### config.mk
export PLATFORM = sky130hd
export DESIGN_NAME = source_text_tokenizer_unit_flat
export DESIGN_NICKNAME = d
export VERILOG_FILES = /design/src/design/stl_pkg.sv /design/src/design/stl_if.sv /design/src/design/source_text_tokenizer_unit.sv /design/src/design/stl_lexer.sv /design/src/design/stl_outbuf.sv /design/src/flat_wrapper.sv
export SDC_FILE = /design/constraint.sdc
export NUM_CORES = 1
export LEC_CHECK = 0
export ABC_AREA = 0
export BUFFER_PORTS_ARGS = -buffer_cell sky130_fd_sc_hd__buf_4
export CAP_MARGIN = 25
export CELL_PAD_IN_SITES_DETAIL_PLACEMENT = 0
export CELL_PAD_IN_SITES_GLOBAL_PLACEMENT = 1
export CORE_UTILIZATION = 45
export DETAILED_ROUTE_END_ITERATION = 10
export PLACE_DENSITY = 0.73
export REMOVE_ABC_BUFFERS = 1
export SKIP_CTS_REPAIR_TIMING = 1
export SLEW_MARGIN = 0
export SYNTH_ARGS = -nofsm -noshare
export SYNTH_HDL_FRONTEND = slang
export SYNTH_SLANG_ARGS = --single-unit
### constraint.sdc
create_clock -name clk -period 6.1 [get_ports clk]
set_clock_uncertainty 0.15 [all_clocks]
set_input_delay 0 -clock clk [delete_from_list [all_inputs] [get_ports clk]]
set_output_delay 0 -clock clk [all_outputs]
set_load 0.01 [all_outputs]
### src/design/stl_pkg.sv
`timescale 1ns / 1ps

package stl_pkg;

	localparam int POS_BITS_DEF = 16;
	localparam int OUT_W        = 16;
	localparam int MAX_RES      = 3;
	localparam int NUM_KW       = 5;

	// token kinds
	localparam logic [4:0] K_END    = 5'd0;
	localparam logic [4:0] K_INT    = 5'd1;
	localparam logic [4:0] K_PRINT  = 5'd2;
	localparam logic [4:0] K_IF     = 5'd3;
	localparam logic [4:0] K_STRING = 5'd4;
	localparam logic [4:0] K_ARRAY  = 5'd5;
	localparam logic [4:0] K_IDENT  = 5'd6;
	localparam logic [4:0] K_NUMBER = 5'd7;
	localparam logic [4:0] K_ASSIGN = 5'd8;
	localparam logic [4:0] K_EQ     = 5'd9;
	localparam logic [4:0] K_LT     = 5'd10;
	localparam logic [4:0] K_LE     = 5'd11;
	localparam logic [4:0] K_GT     = 5'd12;
	localparam logic [4:0] K_GE     = 5'd13;
	localparam logic [4:0] K_PLUS   = 5'd14;
	localparam logic [4:0] K_MINUS  = 5'd15;
	localparam logic [4:0] K_STAR   = 5'd16;
	localparam logic [4:0] K_SLASH  = 5'd17;
	localparam logic [4:0] K_SEMI   = 5'd18;
	localparam logic [4:0] K_LPAREN = 5'd19;
	localparam logic [4:0] K_RPAREN = 5'd20;
	localparam logic [4:0] K_LBRACE = 5'd21;
	localparam logic [4:0] K_RBRACE = 5'd22;
	localparam logic [4:0] K_LBRACK = 5'd23;
	localparam logic [4:0] K_RBRACK = 5'd24;
	localparam logic [4:0] K_COMMA  = 5'd25;
	localparam logic [4:0] K_STRLIT = 5'd26;

	// keyword text, first character in the top byte
	localparam logic [47:0] KW_TEXT [NUM_KW] = '{
		{"int", 24'h0}, {"print", 8'h0}, {"if", 32'h0}, "string", {"array", 8'h0}
	};
	localparam logic [2:0] KW_LEN [NUM_KW] = '{3'd3, 3'd5, 3'd2, 3'd6, 3'd5};
	localparam logic [4:0] KW_KIND [NUM_KW] = '{K_INT, K_PRINT, K_IF, K_STRING, K_ARRAY};

	typedef enum logic [6:0] {
		M_IDLE  = 7'b0000001,
		M_IDENT = 7'b0000010,
		M_NUM   = 7'b0000100,
		M_EQ    = 7'b0001000,
		M_LT    = 7'b0010000,
		M_GT    = 7'b0100000,
		M_STR   = 7'b1000000
	} mode_t;

	typedef struct packed {
		logic [4:0]       kind;
		logic [OUT_W-1:0] start;
		logic [OUT_W-1:0] length;
		logic             last;
	} tok_t;

	// all tokens one byte produces
	typedef struct packed {
		tok_t [MAX_RES-1:0] tok;
		logic [1:0]         count;
	} res_bundle_t;

	// keywords that still match after character k of the identifier is b
	function automatic logic [NUM_KW-1:0] kw_match(input logic [NUM_KW-1:0] cand,
		input logic k_ok, input logic [2:0] k, input logic [7:0] b);
		logic [NUM_KW-1:0] m;
		logic [47:0] sh;
		m = '0;
		for (int i = 0; i < NUM_KW; i++) begin
			sh = KW_TEXT[i] << {k, 3'b000};
			if (cand[i] && k_ok && (k < KW_LEN[i]) && (sh[47:40] == b))
				m[i] = 1'b1;
		end
		return m;
	endfunction

	function automatic logic [4:0] punct_kind(input logic [7:0] b);
		logic [4:0] k;
		case (b)
			"+":     k = K_PLUS;
			"-":     k = K_MINUS;
			"*":     k = K_STAR;
			"/":     k = K_SLASH;
			";":     k = K_SEMI;
			"(":     k = K_LPAREN;
			")":     k = K_RPAREN;
			"{":     k = K_LBRACE;
			"}":     k = K_RBRACE;
			"[":     k = K_LBRACK;
			"]":     k = K_RBRACK;
			",":     k = K_COMMA;
			default: k = K_END;
		endcase
		return k;
	endfunction

endpackage

### src/design/stl_if.sv
`timescale 1ns / 1ps

interface stl_text_if import stl_pkg::*; ();
	logic       valid;
	logic       ready;
	logic [7:0] text_byte;
	logic       end_of_text;

	modport source (output valid, text_byte, end_of_text, input ready);
	modport sink (input valid, text_byte, end_of_text, output ready);
endinterface

interface stl_token_if import stl_pkg::*; ();
	logic             valid;
	logic             ready;
	logic [4:0]       token_kind;
	logic [OUT_W-1:0] token_start;
	logic [OUT_W-1:0] token_length;
	logic             last_of_run;

	modport source (output valid, token_kind, token_start, token_length, last_of_run,
		input ready);
	modport sink (input valid, token_kind, token_start, token_length, last_of_run,
		output ready);
endinterface

### src/design/source_text_tokenizer_unit.sv
`timescale 1ns / 1ps
// Streaming tokenizer for a small language.
// text carries one source byte per transfer, end_of_text marks the last one.
// tokens carries tokens as kind, start offset and length; last_of_run is set
// on the final token caused by one input byte (up to three tokens per byte).
// An accepted byte lands in an input register; once the result buffer is free,
// the lexer state machine updates and the tokens for that byte load into the
// result buffer, whose registers then offer them on tokens one at a time.
// Throughput: one byte per cycle while each byte gives at most one token and
// tokens does not stall; a byte giving more tokens holds the result buffer
// until the last of them transfers. Bytes giving no token never occupy it.
// Reset clears the position counter and lexer state; offsets restart at zero,
// and also after each end token. When tokens stalls, the result buffer
// holds its tokens, the input register fills, and text.ready drops.
module source_text_tokenizer_unit import stl_pkg::*; #(
	parameter int POS_BITS = POS_BITS_DEF
) (
	input  logic        clk,
	input  logic        arst_n,
	stl_text_if.sink    text,
	stl_token_if.source tokens
);

	logic        valid_s1;
	logic [7:0]  text_byte_s1;
	logic        end_of_text_s1;
	logic        advance;
	logic        free;
	res_bundle_t res;

	assign advance    = valid_s1 && free;
	assign text.ready = !valid_s1 || advance;

	always_ff @(posedge clk or negedge arst_n) begin
		if (!arst_n) begin
			valid_s1 <= 1'b0;
		end else if (text.ready) begin
			valid_s1 <= text.valid;
		end
	end

	always_ff @(posedge clk) begin
		if (text.valid && text.ready) begin
			text_byte_s1   <= text.text_byte;
			end_of_text_s1 <= text.end_of_text;
		end
	end

	stl_lexer #(
		.POS_BITS(POS_BITS)
	) u_lexer (
		.clk            (clk),
		.arst_n         (arst_n),
		.advance        (advance),
		.text_byte_s1   (text_byte_s1),
		.end_of_text_s1 (end_of_text_s1),
		.res            (res)
	);

	stl_outbuf u_outbuf (
		.clk    (clk),
		.arst_n (arst_n),
		.load   (advance),
		.res    (res),
		.free   (free),
		.tokens (tokens)
	);

endmodule

### src/design/stl_lexer.sv
`timescale 1ns / 1ps

module stl_lexer import stl_pkg::*; #(
	parameter int POS_BITS = POS_BITS_DEF
) (
	input  logic        clk,
	input  logic        arst_n,
	input  logic        advance,
	input  logic [7:0]  text_byte_s1,
	input  logic        end_of_text_s1,
	output res_bundle_t res
);

	localparam logic [POS_BITS-1:0] POS_MAX = '1;

	mode_t               mode_q, mode_n;
	logic [POS_BITS-1:0] pos_q, pos_n;
	logic [POS_BITS-1:0] tb_q, tb_n;
	logic [NUM_KW-1:0]   kc_q, kc_n;

	logic [POS_BITS-1:0] np, span_p, span_np, offs;
	logic                consumed;
	logic [7:0]          b;
	logic [4:0]          pk, opk;
	tok_t                cand [4];
	logic [3:0]          cv;
	logic [1:0]          n;

	function automatic logic [OUT_W-1:0] sat16(input logic [POS_BITS-1:0] v);
		logic [32:0] w;
		w = 33'(v);
		return (w > 33'h0FFFF) ? '1 : w[OUT_W-1:0];
	endfunction

	function automatic tok_t mk(input logic [4:0] kind, input logic [POS_BITS-1:0] start,
		input logic [POS_BITS-1:0] len);
		tok_t t;
		t.kind   = kind;
		t.start  = sat16(start);
		t.length = sat16(len);
		t.last   = 1'b0;
		return t;
	endfunction

	function automatic logic [4:0] ident_kind(input logic [NUM_KW-1:0] kc,
		input logic [POS_BITS-1:0] len);
		logic [4:0] k;
		logic       short_len;
		k = K_IDENT;
		short_len = (len >> 3) == '0;
		for (int i = NUM_KW - 1; i >= 0; i--)
			if (kc[i] && short_len && len[2:0] == KW_LEN[i])
				k = KW_KIND[i];
		return k;
	endfunction

	function automatic logic is_alpha(input logic [7:0] c);
		return (c >= "a" && c <= "z") || (c >= "A" && c <= "Z");
	endfunction

	function automatic logic is_digit(input logic [7:0] c);
		return c >= "0" && c <= "9";
	endfunction

	function automatic logic is_space(input logic [7:0] c);
		return c == " " || (c >= 8'd9 && c <= 8'd13);
	endfunction

	always_comb begin
		b        = text_byte_s1;
		mode_n   = mode_q;
		tb_n     = tb_q;
		kc_n     = kc_q;
		consumed = 1'b1;
		cv       = '0;
		for (int j = 0; j < 4; j++)
			cand[j] = '0;
		np      = (pos_q == POS_MAX) ? pos_q : pos_q + 1'b1;
		offs    = pos_q - tb_q;
		span_p  = (pos_q >= tb_q) ? offs : '0;
		span_np = '0;
		pk      = punct_kind(b);
		opk     = K_ASSIGN;

		// close or extend the pending token
		unique case (mode_q)
			M_IDENT: begin
				if (is_alpha(b) || is_digit(b)) begin
					kc_n = (pos_q == POS_MAX) ? '0
						: kw_match(kc_q, (offs >> 3) == '0, offs[2:0], b);
				end else begin
					cv[0]    = 1'b1;
					cand[0]  = mk(ident_kind(kc_q, span_p), tb_q, span_p);
					mode_n   = M_IDLE;
					consumed = 1'b0;
				end
			end
			M_NUM: begin
				if (!is_digit(b)) begin
					cv[0]    = 1'b1;
					cand[0]  = mk(K_NUMBER, tb_q, span_p);
					mode_n   = M_IDLE;
					consumed = 1'b0;
				end
			end
			M_EQ, M_LT, M_GT: begin
				opk = (mode_q == M_EQ) ? K_ASSIGN : ((mode_q == M_LT) ? K_LT : K_GT);
				cv[0] = 1'b1;
				if (b == "=") begin
					cand[0] = mk(opk + 5'd1, tb_q, POS_BITS'(2));
				end else begin
					cand[0]  = mk(opk, tb_q, POS_BITS'(1));
					consumed = 1'b0;
				end
				mode_n = M_IDLE;
			end
			M_STR: begin
				// a zero byte cuts the literal and is dropped
				if (b == "\"" || b == 8'd0) begin
					cv[0]   = 1'b1;
					cand[0] = mk(K_STRLIT, tb_q, span_p);
					mode_n  = M_IDLE;
				end
			end
			default: begin
				mode_n   = M_IDLE;
				consumed = 1'b0;
			end
		endcase

		// byte not absorbed: it may open a new token
		if (!consumed && !is_space(b)) begin
			if (is_alpha(b)) begin
				mode_n = M_IDENT;
				tb_n   = pos_q;
				kc_n   = kw_match('1, 1'b1, 3'd0, b);
			end else if (is_digit(b)) begin
				mode_n = M_NUM;
				tb_n   = pos_q;
			end else if (b == "=") begin
				mode_n = M_EQ;
				tb_n   = pos_q;
			end else if (b == "<") begin
				mode_n = M_LT;
				tb_n   = pos_q;
			end else if (b == ">") begin
				mode_n = M_GT;
				tb_n   = pos_q;
			end else if (b == "\"") begin
				mode_n = M_STR;
				tb_n   = np;
			end else if (pk != K_END) begin
				cv[1]   = 1'b1;
				cand[1] = mk(pk, pos_q, POS_BITS'(1));
			end
		end

		if (end_of_text_s1) begin
			span_np = (np >= tb_n) ? np - tb_n : '0;
			cv[2]   = (mode_n != M_IDLE);
			unique case (mode_n)
				M_IDENT: cand[2] = mk(ident_kind(kc_n, span_np), tb_n, span_np);
				M_NUM:   cand[2] = mk(K_NUMBER, tb_n, span_np);
				M_EQ:    cand[2] = mk(K_ASSIGN, tb_n, POS_BITS'(1));
				M_LT:    cand[2] = mk(K_LT, tb_n, POS_BITS'(1));
				M_GT:    cand[2] = mk(K_GT, tb_n, POS_BITS'(1));
				M_STR:   cand[2] = mk(K_STRLIT, tb_n, span_np);
				default: cand[2] = '0;
			endcase
			cv[3]   = 1'b1;
			cand[3] = mk(K_END, np, '0);
			mode_n  = M_IDLE;
			tb_n    = '0;
			kc_n    = '0;
			pos_n   = '0;
		end else begin
			pos_n = np;
		end

		// pack present tokens in order
		res = '0;
		n   = 2'd0;
		for (int j = 0; j < 4; j++) begin
			if (cv[j] && n != 2'd3) begin
				res.tok[n] = cand[j];
				n = n + 2'd1;
			end
		end
		res.count = n;
		for (int j = 0; j < MAX_RES; j++)
			res.tok[j].last = (n != 2'd0) && (2'(j) == n - 2'd1);
	end

	always_ff @(posedge clk or negedge arst_n) begin
		if (!arst_n) begin
			mode_q <= M_IDLE;
			pos_q  <= '0;
			tb_q   <= '0;
			kc_q   <= '0;
		end else if (advance) begin
			mode_q <= mode_n;
			pos_q  <= pos_n;
			tb_q   <= tb_n;
			kc_q   <= kc_n;
		end
	end

endmodule

### src/design/stl_outbuf.sv
`timescale 1ns / 1ps

module stl_outbuf import stl_pkg::*; (
	input  logic           clk,
	input  logic           arst_n,
	input  logic           load,
	input  res_bundle_t    res,
	output logic           free,
	stl_token_if.source    tokens
);

	tok_t [MAX_RES-1:0] tok_q;
	logic [1:0]         cnt_q;
	logic [1:0]         idx_q;
	logic               xfer;
	tok_t               cur;

	assign tokens.valid = (idx_q != cnt_q);
	assign xfer         = tokens.valid && tokens.ready;
	// the buffer can take the next group when empty or once its last token is leaving
	assign free = !tokens.valid || (xfer && idx_q == cnt_q - 2'd1);

	always_comb begin
		cur = tok_q[0];
		if (idx_q != 2'd3)
			cur = tok_q[idx_q];
	end

	assign tokens.token_kind   = cur.kind;
	assign tokens.token_start  = cur.start;
	assign tokens.token_length = cur.length;
	assign tokens.last_of_run  = cur.last;

	always_ff @(posedge clk or negedge arst_n) begin
		if (!arst_n) begin
			cnt_q <= 2'd0;
			idx_q <= 2'd0;
		end else if (load) begin
			cnt_q <= res.count;
			idx_q <= 2'd0;
		end else if (xfer) begin
			idx_q <= idx_q + 2'd1;
		end
	end

	always_ff @(posedge clk) begin
		if (load)
			tok_q <= res.tok;
	end

endmodule

### src/flat_wrapper.sv
// flat-port wrapper written by rule: the top's interface ports become plain ports
module source_text_tokenizer_unit_flat import stl_pkg::*;
#(
	parameter int POS_BITS = POS_BITS_DEF
)
  (clk, arst_n, text_valid, text_text_byte, text_end_of_text, text_ready, tokens_valid, tokens_token_kind, tokens_token_start, tokens_token_length, tokens_last_of_run, tokens_ready);
  stl_text_if text_i ();
  stl_token_if tokens_i ();
  input  logic clk;
  input  logic arst_n;
  input wire logic [$bits(text_i.valid)-1:0] text_valid;
  input wire logic [$bits(text_i.text_byte)-1:0] text_text_byte;
  input wire logic [$bits(text_i.end_of_text)-1:0] text_end_of_text;
  output wire logic [$bits(text_i.ready)-1:0] text_ready;
  output wire logic [$bits(tokens_i.valid)-1:0] tokens_valid;
  output wire logic [$bits(tokens_i.token_kind)-1:0] tokens_token_kind;
  output wire logic [$bits(tokens_i.token_start)-1:0] tokens_token_start;
  output wire logic [$bits(tokens_i.token_length)-1:0] tokens_token_length;
  output wire logic [$bits(tokens_i.last_of_run)-1:0] tokens_last_of_run;
  input wire logic [$bits(tokens_i.ready)-1:0] tokens_ready;
  assign text_i.valid = text_valid;
  assign text_i.text_byte = text_text_byte;
  assign text_i.end_of_text = text_end_of_text;
  assign text_ready = text_i.ready;
  assign tokens_valid = tokens_i.valid;
  assign tokens_token_kind = tokens_i.token_kind;
  assign tokens_token_start = tokens_i.token_start;
  assign tokens_token_length = tokens_i.token_length;
  assign tokens_last_of_run = tokens_i.last_of_run;
  assign tokens_i.ready = tokens_ready;
  source_text_tokenizer_unit #(.POS_BITS(POS_BITS)) u_core (.clk(clk), .arst_n(arst_n), .text(text_i), .tokens(tokens_i));
endmodule
Word level (Yosys, flattened, before mapping)
Index checks and enable logic that the tools add are counted.
{"block": "word_totals", "output_inout_bits": 40, "register_bits": 172, "elab_cells": 291, "input_bits": 13}
{"block": "classes", "addsub": 10, "muxes": 106, "shifts": 5, "n_lt_le_gt_ge": 21, "n_eq_ne": 56, "reduce_logical": 72}
{"operator": "two-way mux 38 bit", "n": 17}
{"operator": "bitwise mux 114 bit", "n": 3}
{"operator": "two-way mux 114 bit", "n": 3}
{"operator": "left shift 47 x 6 -> 48 bit (first input constant)", "n": 5}
{"operator": "demux 38 bit (select 2 bit)", "n": 3}
{"operator": "case mux 38 bit (6 select lines)", "n": 1}
{"operator": "two-way mux 16 bit", "n": 12}
{"operator": "case mux 38 bit (4 select lines)", "n": 1}
{"operator": "== test 8 x 6 -> 1 bit (second input constant)", "n": 13}
{"operator": "two-way mux 7 bit", "n": 11}
{"operator": "binary-select mux 38 bit (select 2 bit)", "n": 1}
{"operator": "two-way mux 76 bit", "n": 1}
{"operator": "two-way mux 5 bit", "n": 14}
{"operator": "case mux 5 bit (12 select lines)", "n": 1}
{"operator": "logical AND 1 bit", "n": 53}
{"operator": "logical NOT 16 bit", "n": 3}
{"operator": "== test 8 bit", "n": 5}
{"operator": "two-way mux 36 bit", "n": 1}
{"operator": "== test 7 x 8 -> 1 bit (first input constant)", "n": 4}
{"operator": "== test 8 x 7 -> 1 bit (second input constant)", "n": 4}
{"operator": "greater-or-equal comparator 16 bit", "n": 2}
{"operator": "subtractor 16 bit", "n": 2}
{"operator": "two-way mux 1 bit", "n": 24}
{"operator": "case mux 7 bit (3 select lines)", "n": 1}
{"operator": "other kinds (39)", "n": 85}

Depth between registers and ports, before layout
Gate-level depths: netlist of run 1.
{"block": "depth", "depth_word": 25, "mapped_depth": 24, "mapped_depth_nobuf": 22}

Hierarchy
Synthesis of run 1 repeated with hierarchy kept, for this count alone.
{"block": "hier_totals", "cells_unflattened": 1473, "area_unflattened_um2": 12858.6}
{"mod": "stl_lexer", "cells_per_inst": 1181, "area_per_inst_um2": 7940.1, "n_inst": 1}
{"mod": "stl_outbuf", "cells_per_inst": 278, "area_per_inst_um2": 4588.2, "n_inst": 1}
{"mod": "source_text_tokenizer_unit", "cells_per_inst": 14, "area_per_inst_um2": 330.3, "n_inst": 1}

Worst setup path before layout of run 1
No wires, ideal clock.
{"block": "synth_timing", "path_kind": "register to register", "startpoint": "register u_core.text_byte_s1[7]", "endpoint": "register u_core.u_outbuf.tok_q[35] in the netlist's numbering (data pin)", "setup_time_ns": 0.270, "period_less_slack_ns": 5.491, "t_arrival_ns": 5.071, "path_slack_ns": 0.609, "path_stages_with_launch": 22, "cell_sequence": "edfxtp_1 -> buf_6 -> and4bb_2 -> nand3_2 -> or3_1 -> and3_1 -> nand3_1 -> clkbuf_1 -> o2bb2ai_1 -> ha_1 -> fa_1 -> nand2b_1 -> a21oi_1 -> nand2_1 -> a311oi_1 -> and4_1 -> nand4_1 -> nor3_1 -> nand2_1 -> a22o_1 -> a31oi_1 -> a21oi_1"}
{"item": "from (decl)", "line_no": "source_text_tokenizer_unit.sv:25", "source": "logic [7:0] text_byte_s1;"}
{"item": "from (signal assigned)", "line_no": "source_text_tokenizer_unit.sv:44", "source": "text_byte_s1 <= text.text_byte;"}
{"item": "to (signal assigned)", "line_no": "stl_outbuf.sv:48", "source": "tok_q <= res.tok;"}
{"item": "to (decl)", "line_no": "stl_outbuf.sv:12", "source": "tok_t [MAX_RES-1:0] tok_q;"}

==> summary.txt, run 1 <==
Outcome
  – Status: finished, final reports clean

Placed design
  – DP HPWL: roughly 33 mm
  – Placed cell area: between 10000 and 15000 sq um
  – Final GP Congestion: 0.936
  – Input/output buffers: 52

STA
  – Min Tclk post-route: 5.79 ns
  – Setup TNS Final: 0 ns
  – Max-slew violations: 0
  – Finish-stage setup viols: 0
  – Peak Freq: 0.173 GHz
  – Fin Hold WS: 0.00218 ns
  – Rel. slew slack: 28.1%
  – Fin. Hold Viols: 0
  – Final period util: 94.9%
  – Worst-margin pin slew: 1.07 ns

Clock network
  – H-tree Lvls: 4
  – CTS tree: yes
  – # clock sinks: roughly 170
  – Clock transition at the registers of the reported paths: 0.08 ns
  – Clock buffer depth: 2
  – CTS root buf: clkbuf_16
  – Clk_lat worst skew: 0.45 ns
  – TritonCTS buffer count: 17

Drt
  – WL met3: around 3.4 mm
  – Number of remaining DRC errors: 0
  – Drt first-iter violations: 1467
  – Via density: 6.41
  – Routed Antenna Nets: 0
  – WL met2: 20.3 mm
  – M1 WL: a little over 20 mm
  – WL/cell: 23.7 microns
  – Uppermost layer routed: met4
  – Via count: 12300
  – First-pass detailed-route iteration total: 8
  – DRT Wirelength: around 45 mm

Global route
  – First-pass GRT wire length: 68.5 mm
  – Largest net degree at the start of global routing: 53
  – Initial antenna violation count: 0
  – Grt ovf: 0
  – Vias in the first global route: 11400
  – Gr usage total: 31.7%

Critical path
  – Worst-case reg-to-reg path depth: 21
  – CP peak stage delay: around 0.46 ns
  – Crit path from: u_core.u_lexer.mode_q[2]
  – Crit-path cells: nor4_4 -> o211ai_1 -> or3_1 -> and3_1 -> nand3_1 -> buf_4 -> o2bb2ai_1 -> ha_1 -> fa_2 -> nand2b_2 -> a21oi_4 -> nand2_1 -> a311oi_1 -> buf_4 -> and4_1 -> nand4_1 -> nor4b_4 -> nand3_1 -> a22o_1 -> o221ai_1 -> a21oi_1
  – Element type at the critical path start: flop
  – R2r startpoint: u_core.u_lexer.mode_q[2]
  – Critical-path top delay cell: or3_1
  – Setup crit end kind: flop
  – Worst path required time: just over 6 ns
  – Critical Path AT: 5.80 ns
  – Critical path fanouts, max: 10
  – Crit Path Category: reg2reg

Logic synthesis
  – Async S/R FF share, synth: 28.5%
  – Mux share of post-synthesis cell area: 0.744%
  – Top cells by count, synth: nor2_1 (148), o21ai_0 (128), edfxtp_1 (123)
  – Compound-Gate Fraction of Synth Area: 27.9%
  – Post-synth top flop: edfxtp_1
  – Simple-gate share of the synthesized area: 18.7%
  – Post-Syn Area per Cell: ~8.6 sq um
  – Sequential area share after synthesis: 39.0%
  – Largest family of logic cells by synthesized area: compound AO/OA/AOI/OAI gates
  – Synth area leader: edfxtp_1
  – Most frequent cell after synthesis: nor2_1
  – Area of the mapped netlist: roughly 13000 sq um
  – Yosys warnings: 0
  – XOR/XNOR Fraction of Synth Area: 3.40%
  – Netlist cell types: 85
  – Mapped Cells: 1463
  – Number of synthesized flops with an enable pin: 123
  – Share of the synthesized area in the top cell type: 29.3%
  – Top post-synthesis cells by area: edfxtp_1 (29%), dfrtp_1 (9.5%), o21ai_0 (5.1%)
  – Adder-cell area share of the yosys netlist: 4.88%
  – Synth Register Bits: between 150 and 200

Die
  – Die X: 169 microns
  – Initial Util: a little under half
  – Die area: 28700 sq um
  – I/O pins: 53
  – Std-Cell Rows: 60
  – Die span in y: 169 microns
  – Core area: 27300 sq um

Finish
  – Antenna Cells: 0
  – Share of cells above drive strength 1: about 15%
  – Final core occ: between 50% and 60%
  – Finished layout cell area: approximately 15000 sq um
  – Nets@finish: 1597
  – Area growth from synthesis to layout: 16.0%

Pwr
  – Total Power: 8.94 mW
  – Power Dens Cells: 611 nW/um^2
  – Worst ir drop on vdd: 0.382 mV
  – Leakage dissipation: between 5 and 6 nW

Run
  – Max-cap violations: 0

Worst hold path
  – Hold Crit Class: in2async
kinds of logic (layout without fill, tap and decap cells):
group / after synthesis / count (layout)
xor gates and xnor gates: 49 / 49
and+or+nand+nor: 482 / 482
muxes: 9 / 9
DFF: 172 / 172
buffers and inverters: 171 / 257
AOI/OAI and AO/OA: 532 / 532
adders and majority gates: 48 / 48
critical path: cells and delay by family (launching register included):
family,cells,cell delay [ns]
compound gates,7,1.41
fa+ha+maj,2,0.70
buf+inv,2,0.41
flops,1,0.45
simple gates,10,2.37
area by class of cell:
cell class | count | area [sq um]
clock buffer | 17 | 425
clock inverter | 15 | 150
fill | 2578 | 12600
inverter | 58 | 220
multi-input combinational | 1120 | 7160
sequential | 172 | 4920
tap | 372 | 465
timing repair buffer | 167 | 1290
where the power goes:
group	switching, mW	internal [mW]	total [mW]
Combinational	3.61	2.02	5.63
Clock	0.563	0.544	1.11
Sequential	0.274	1.93	2.21
Total	4.45	4.49	8.94
metal layers:
layer / global-route usage [%] / vias to the layer above
met3: 4.99 / 92
li1: - / 5685
met4: 13.2 / 0
met1: 45.4 / 5969
met2: 47.6 / 572
met5: 0 / -
sequential cells by signal (all words and copies together), names as in the netlist, 2 cells and up:
name                   flops
u_core.u_lexer.kc_q        5
u_core.u_outbuf.cnt_q      2
u_core.u_outbuf.idx_q      2
u_core.u_lexer.mode_q      7
u_core.u_lexer.tb_q       16
u_core.u_lexer.pos_q      16
u_core.u_outbuf.tok_q    114
u_core.text_byte_s1        8
stage by stage:
step / setup slack (ns) / instances
final: 0.312 / 1921
after global routing: -0.00127 / 1921
after CTS: 0.0751 / 1898
after detailed placement: 0.117 / 1866
after global placement: 0.127 / 1866
after floorplan: -1.05 / 1350
path summary, 6_finish.rpt:
kind | to | slack, ns
worst max-delay path | u_core.u_outbuf.tok_q[72] | 0.31
worst min-delay path | u_core.u_outbuf.idx_q[0] | 0.002
worst max register to register | u_core.u_outbuf.tok_q[72] | 0.31
worst min register to register | u_core.u_outbuf.cnt_q[0] | 0.35
max in group asynchronous | u_core.u_lexer.pos_q[5] | 5.22
min in group clk | u_core.text_byte_s1[6] | 0.11
placed cells by master (no fill, tap or decap), types with 10 or more instances in the layout:
master / netlist / layout
buf_4: 0 / 154
nor2_1: 148 / 146
o21ai_0: 128 / 126
edfxtp_1: 123 / 123
nand2_1: 117 / 117
a21oi_1: 95 / 93
a22oi_1: 84 / 84
inv_1: 56 / 56
nand3_1: 50 / 50
dfrtp_1: 48 / 46
ha_1: 46 / 44
o22ai_1: 43 / 43
nor3_1: 34 / 32
xnor2_1: 28 / 27
o211ai_1: 22 / 22
nand2b_1: 23 / 22
xor2_1: 21 / 20
a31oi_1: 20 / 19
and3_1: 18 / 18
clkbuf_16: 0 / 17
o32ai_1: 15 / 15
a221oi_1: 15 / 15
a21o_1: 14 / 14
dlygate4sd3_1: 0 / 13
nand4_1: 12 / 12
and2_1: 12 / 10
or3_1: 10 / 10
o31ai_1: 10 / 10
No activity file was read; power rests on OpenSTA's default activity.
==> run 2: changes to the inputs <==
- MAX_ROUTING_LAYER: default -> met4
==> run 2 against run 1 <==
The run now ends with negative hold slack left. Global-route usage grew 1.7 points. Final cell count decreased by 0.47%. Maximum frequency increased by 0.60%. Via count fell by 0.23%. Sequential power about the same. Count of clock-buffer cells in the layout increased by 1. Clock power grew 5%. Non-clock buffer count fell by 9. Final area fell by 0.59%. Critical path depth decreased by 1. Flip-flop and latch count unchanged. Largest cell class unchanged. Largest power group unchanged. Highest routed layer unchanged.
==> summary.txt, run 2 (synthesis gave the netlist of run 1 again) <==
Die
  – Initial Util: a little under half
  – I/O pins: 53
  – Die X: around 170 microns
  – Core area: 27300 sq um
  – Die area: 28700 sq um
  – Std-Cell Rows: 60
  – Die span in y: 169 microns

Critical path
  – Element type at the critical path start: flop
  – Setup crit end kind: flop
  – Critical path fanouts, max: 9
  – Critical Path AT: 5.78 ns
  – Crit Path Category: reg2reg
  – Critical-path top delay cell: or3_1
  – Crit-path cells: nor4_4 -> o211ai_1 -> or3_1 -> and3_1 -> nand3_2 -> a21oi_1 -> buf_4 -> o21ai_0 -> ha_1 -> and3_1 -> and4_1 -> o2111ai_1 -> a32oi_1 -> o211a_1 -> nand4_1 -> nor3_1 -> nand2_1 -> a22o_1 -> o22ai_1 -> a21oi_1
  – CP peak stage delay: 0.47 ns
  – Crit path max-delay family: simple AND/OR/NAND/NOR gates
  – Worst path required time: approximately 6.1 ns
  – Worst path buffer plus inverter count: 1
  – Critical Path Stages: 20
  – Worst-case reg-to-reg path depth: 20

STA
  – Min Tclk post-route: 5.75 ns
  – Slack of the critical path: 0.346 ns
  – Fin. Hold Viols: 1
  – Max-slew violations: 0
  – Rel. slew slack: 29.1%
  – RSZ-0062 raised after global routing: false
  – Fin Hold WS: -0.0000510 ns
  – Peak Freq: 0.174 GHz
  – Final period util: 94.3%
  – Worst-margin pin slew: 1.06 ns
  – Finish-stage setup viols: 0

Drt
  – Via count: ~12000
  – Number of remaining DRC errors: 0
  – Routed Antenna Nets: 0
  – Drt first-iter violations: 1233
  – Via density: approximately 6.4
  – First-pass detailed-route iteration total: 5
  – DRT Wirelength: roughly 46 mm
  – WL/cell: 24.2 microns

Placed design
  – Place WS: 0.251 ns
  – DP HPWL: 33.7 mm
  – Input/output buffers: 52
  – Inst Count DP: 1868
  – Final GP Congestion: 0.973

Clock network
  – Clock buffer depth: 2
  – # clock sinks: 172
  – Clock transition at the registers of the reported paths: around 0.080 ns
  – H-tree Lvls: 4
  – CTS root buf: clkbuf_16
  – CTS tree: yes
  – Clk_lat worst skew: 0.44 ns
  – TritonCTS buffer count: 17

Finish
  – Max reg flops: 114
  – Most frequent cells in the layout: nor2_1 (146), buf_4 (146), o21ai_0 (127), edfxtp_1 (123), nand2_1 (117)
  – Register area: 4920 sq um
  – Nets@finish: about 1600
  – Area of the multi-input gates: 7110 sq um
  – Share of cells above drive strength 1: 14.5%
  – Antenna Cells: 0
  – Area growth from synthesis to layout: 15.3%
  – Most flop-heavy register: u_core.u_outbuf.tok_q
  – Fin cells: between 1500 and 2000
  – Total of fill cells in the finished design: 2603
  – Biggest regs: u_core.u_outbuf.tok_q x114, u_core.u_lexer.pos_q x16, u_core.u_lexer.tb_q x16

Global route
  – Gr usage total: 33.5%
  – Vias in the first global route: roughly 11000
  – Largest net degree at the start of global routing: between 70 and 80
  – Grt ovf: 0
  – Initial antenna violation count: 0
  – First-pass GRT wire length: 70.5 mm

Pwr
  – Worst ir drop on vdd: around 0.46 mV
  – Power Dens Cells: just over 600 nW/um^2
  – Leakage dissipation: 5.60 nW

Outcome
  – Failing checks: negative hold slack
  – Status: finished with violations

Run
  – Max-cap violations: 0

Worst hold path
  – Hold Crit Class: in2async
==> run 2: area by class of cell <==
class,instances,share of cell area (%)
clock inverters,14,1.20
flip-flops and latches,172,33.8
inverters,58,1.51
multi-input cells,1120,48.9
well taps,372,3.20
clock buffers,18,3.02
repair buffers,158,8.36
==> run 2: layer usage <==
layer / wire length (microns) / vias up / GRT usage, %
li1: - / 5664 / -
met1: 21000 / 6014 / 47.1
met2: 20800 / 541 / 50.8
met3: 3350 / 71 / 3.68
met4: 1180 / 0 / 9.67
met5: 0 / - / -
==> run 2: worst paths after layout <==
path	start	endpoint	slack, ns
setup / recovery	u_core.u_lexer.mode_q[2]	u_core.u_outbuf.tok_q[34]	0.35
hold / removal	arst_n	u_core.u_outbuf.idx_q[0]	-0.00005
setup reg to reg	u_core.u_lexer.mode_q[2]	u_core.u_outbuf.tok_q[34]	0.35
hold reg to reg	u_core.u_outbuf.cnt_q[0]	u_core.u_outbuf.cnt_q[0]	0.37
max in group asynchronous	arst_n	u_core.u_lexer.pos_q[4]	5.23
min in group clk	text_text_byte[5]	u_core.text_byte_s1[5]	0.13
==> run 2: through the flow <==
stage          hold WS [ns]  power (mW)  utilization, %  cell area (sq um)  TNS (ns)
2_1_floorplan        -0.446        5.49               -              12200    -76.82
3_3_place_gp        -0.0526        7.63            50.5              13800         0
3_5_place_dp        -0.0561        7.63            50.5              13800         0
4_1_cts              -0.519        8.80            52.7              14400         0
5_1_grt              0.0598        9.49            53.4              14500         0
6_report         -0.0000510        8.94            53.4              14500         0
==> run 2: report_power, final <==
group	switching, mW	internal [mW]
Combinational	3.62	1.97
Clock	0.565	0.601
Sequential	0.243	1.94
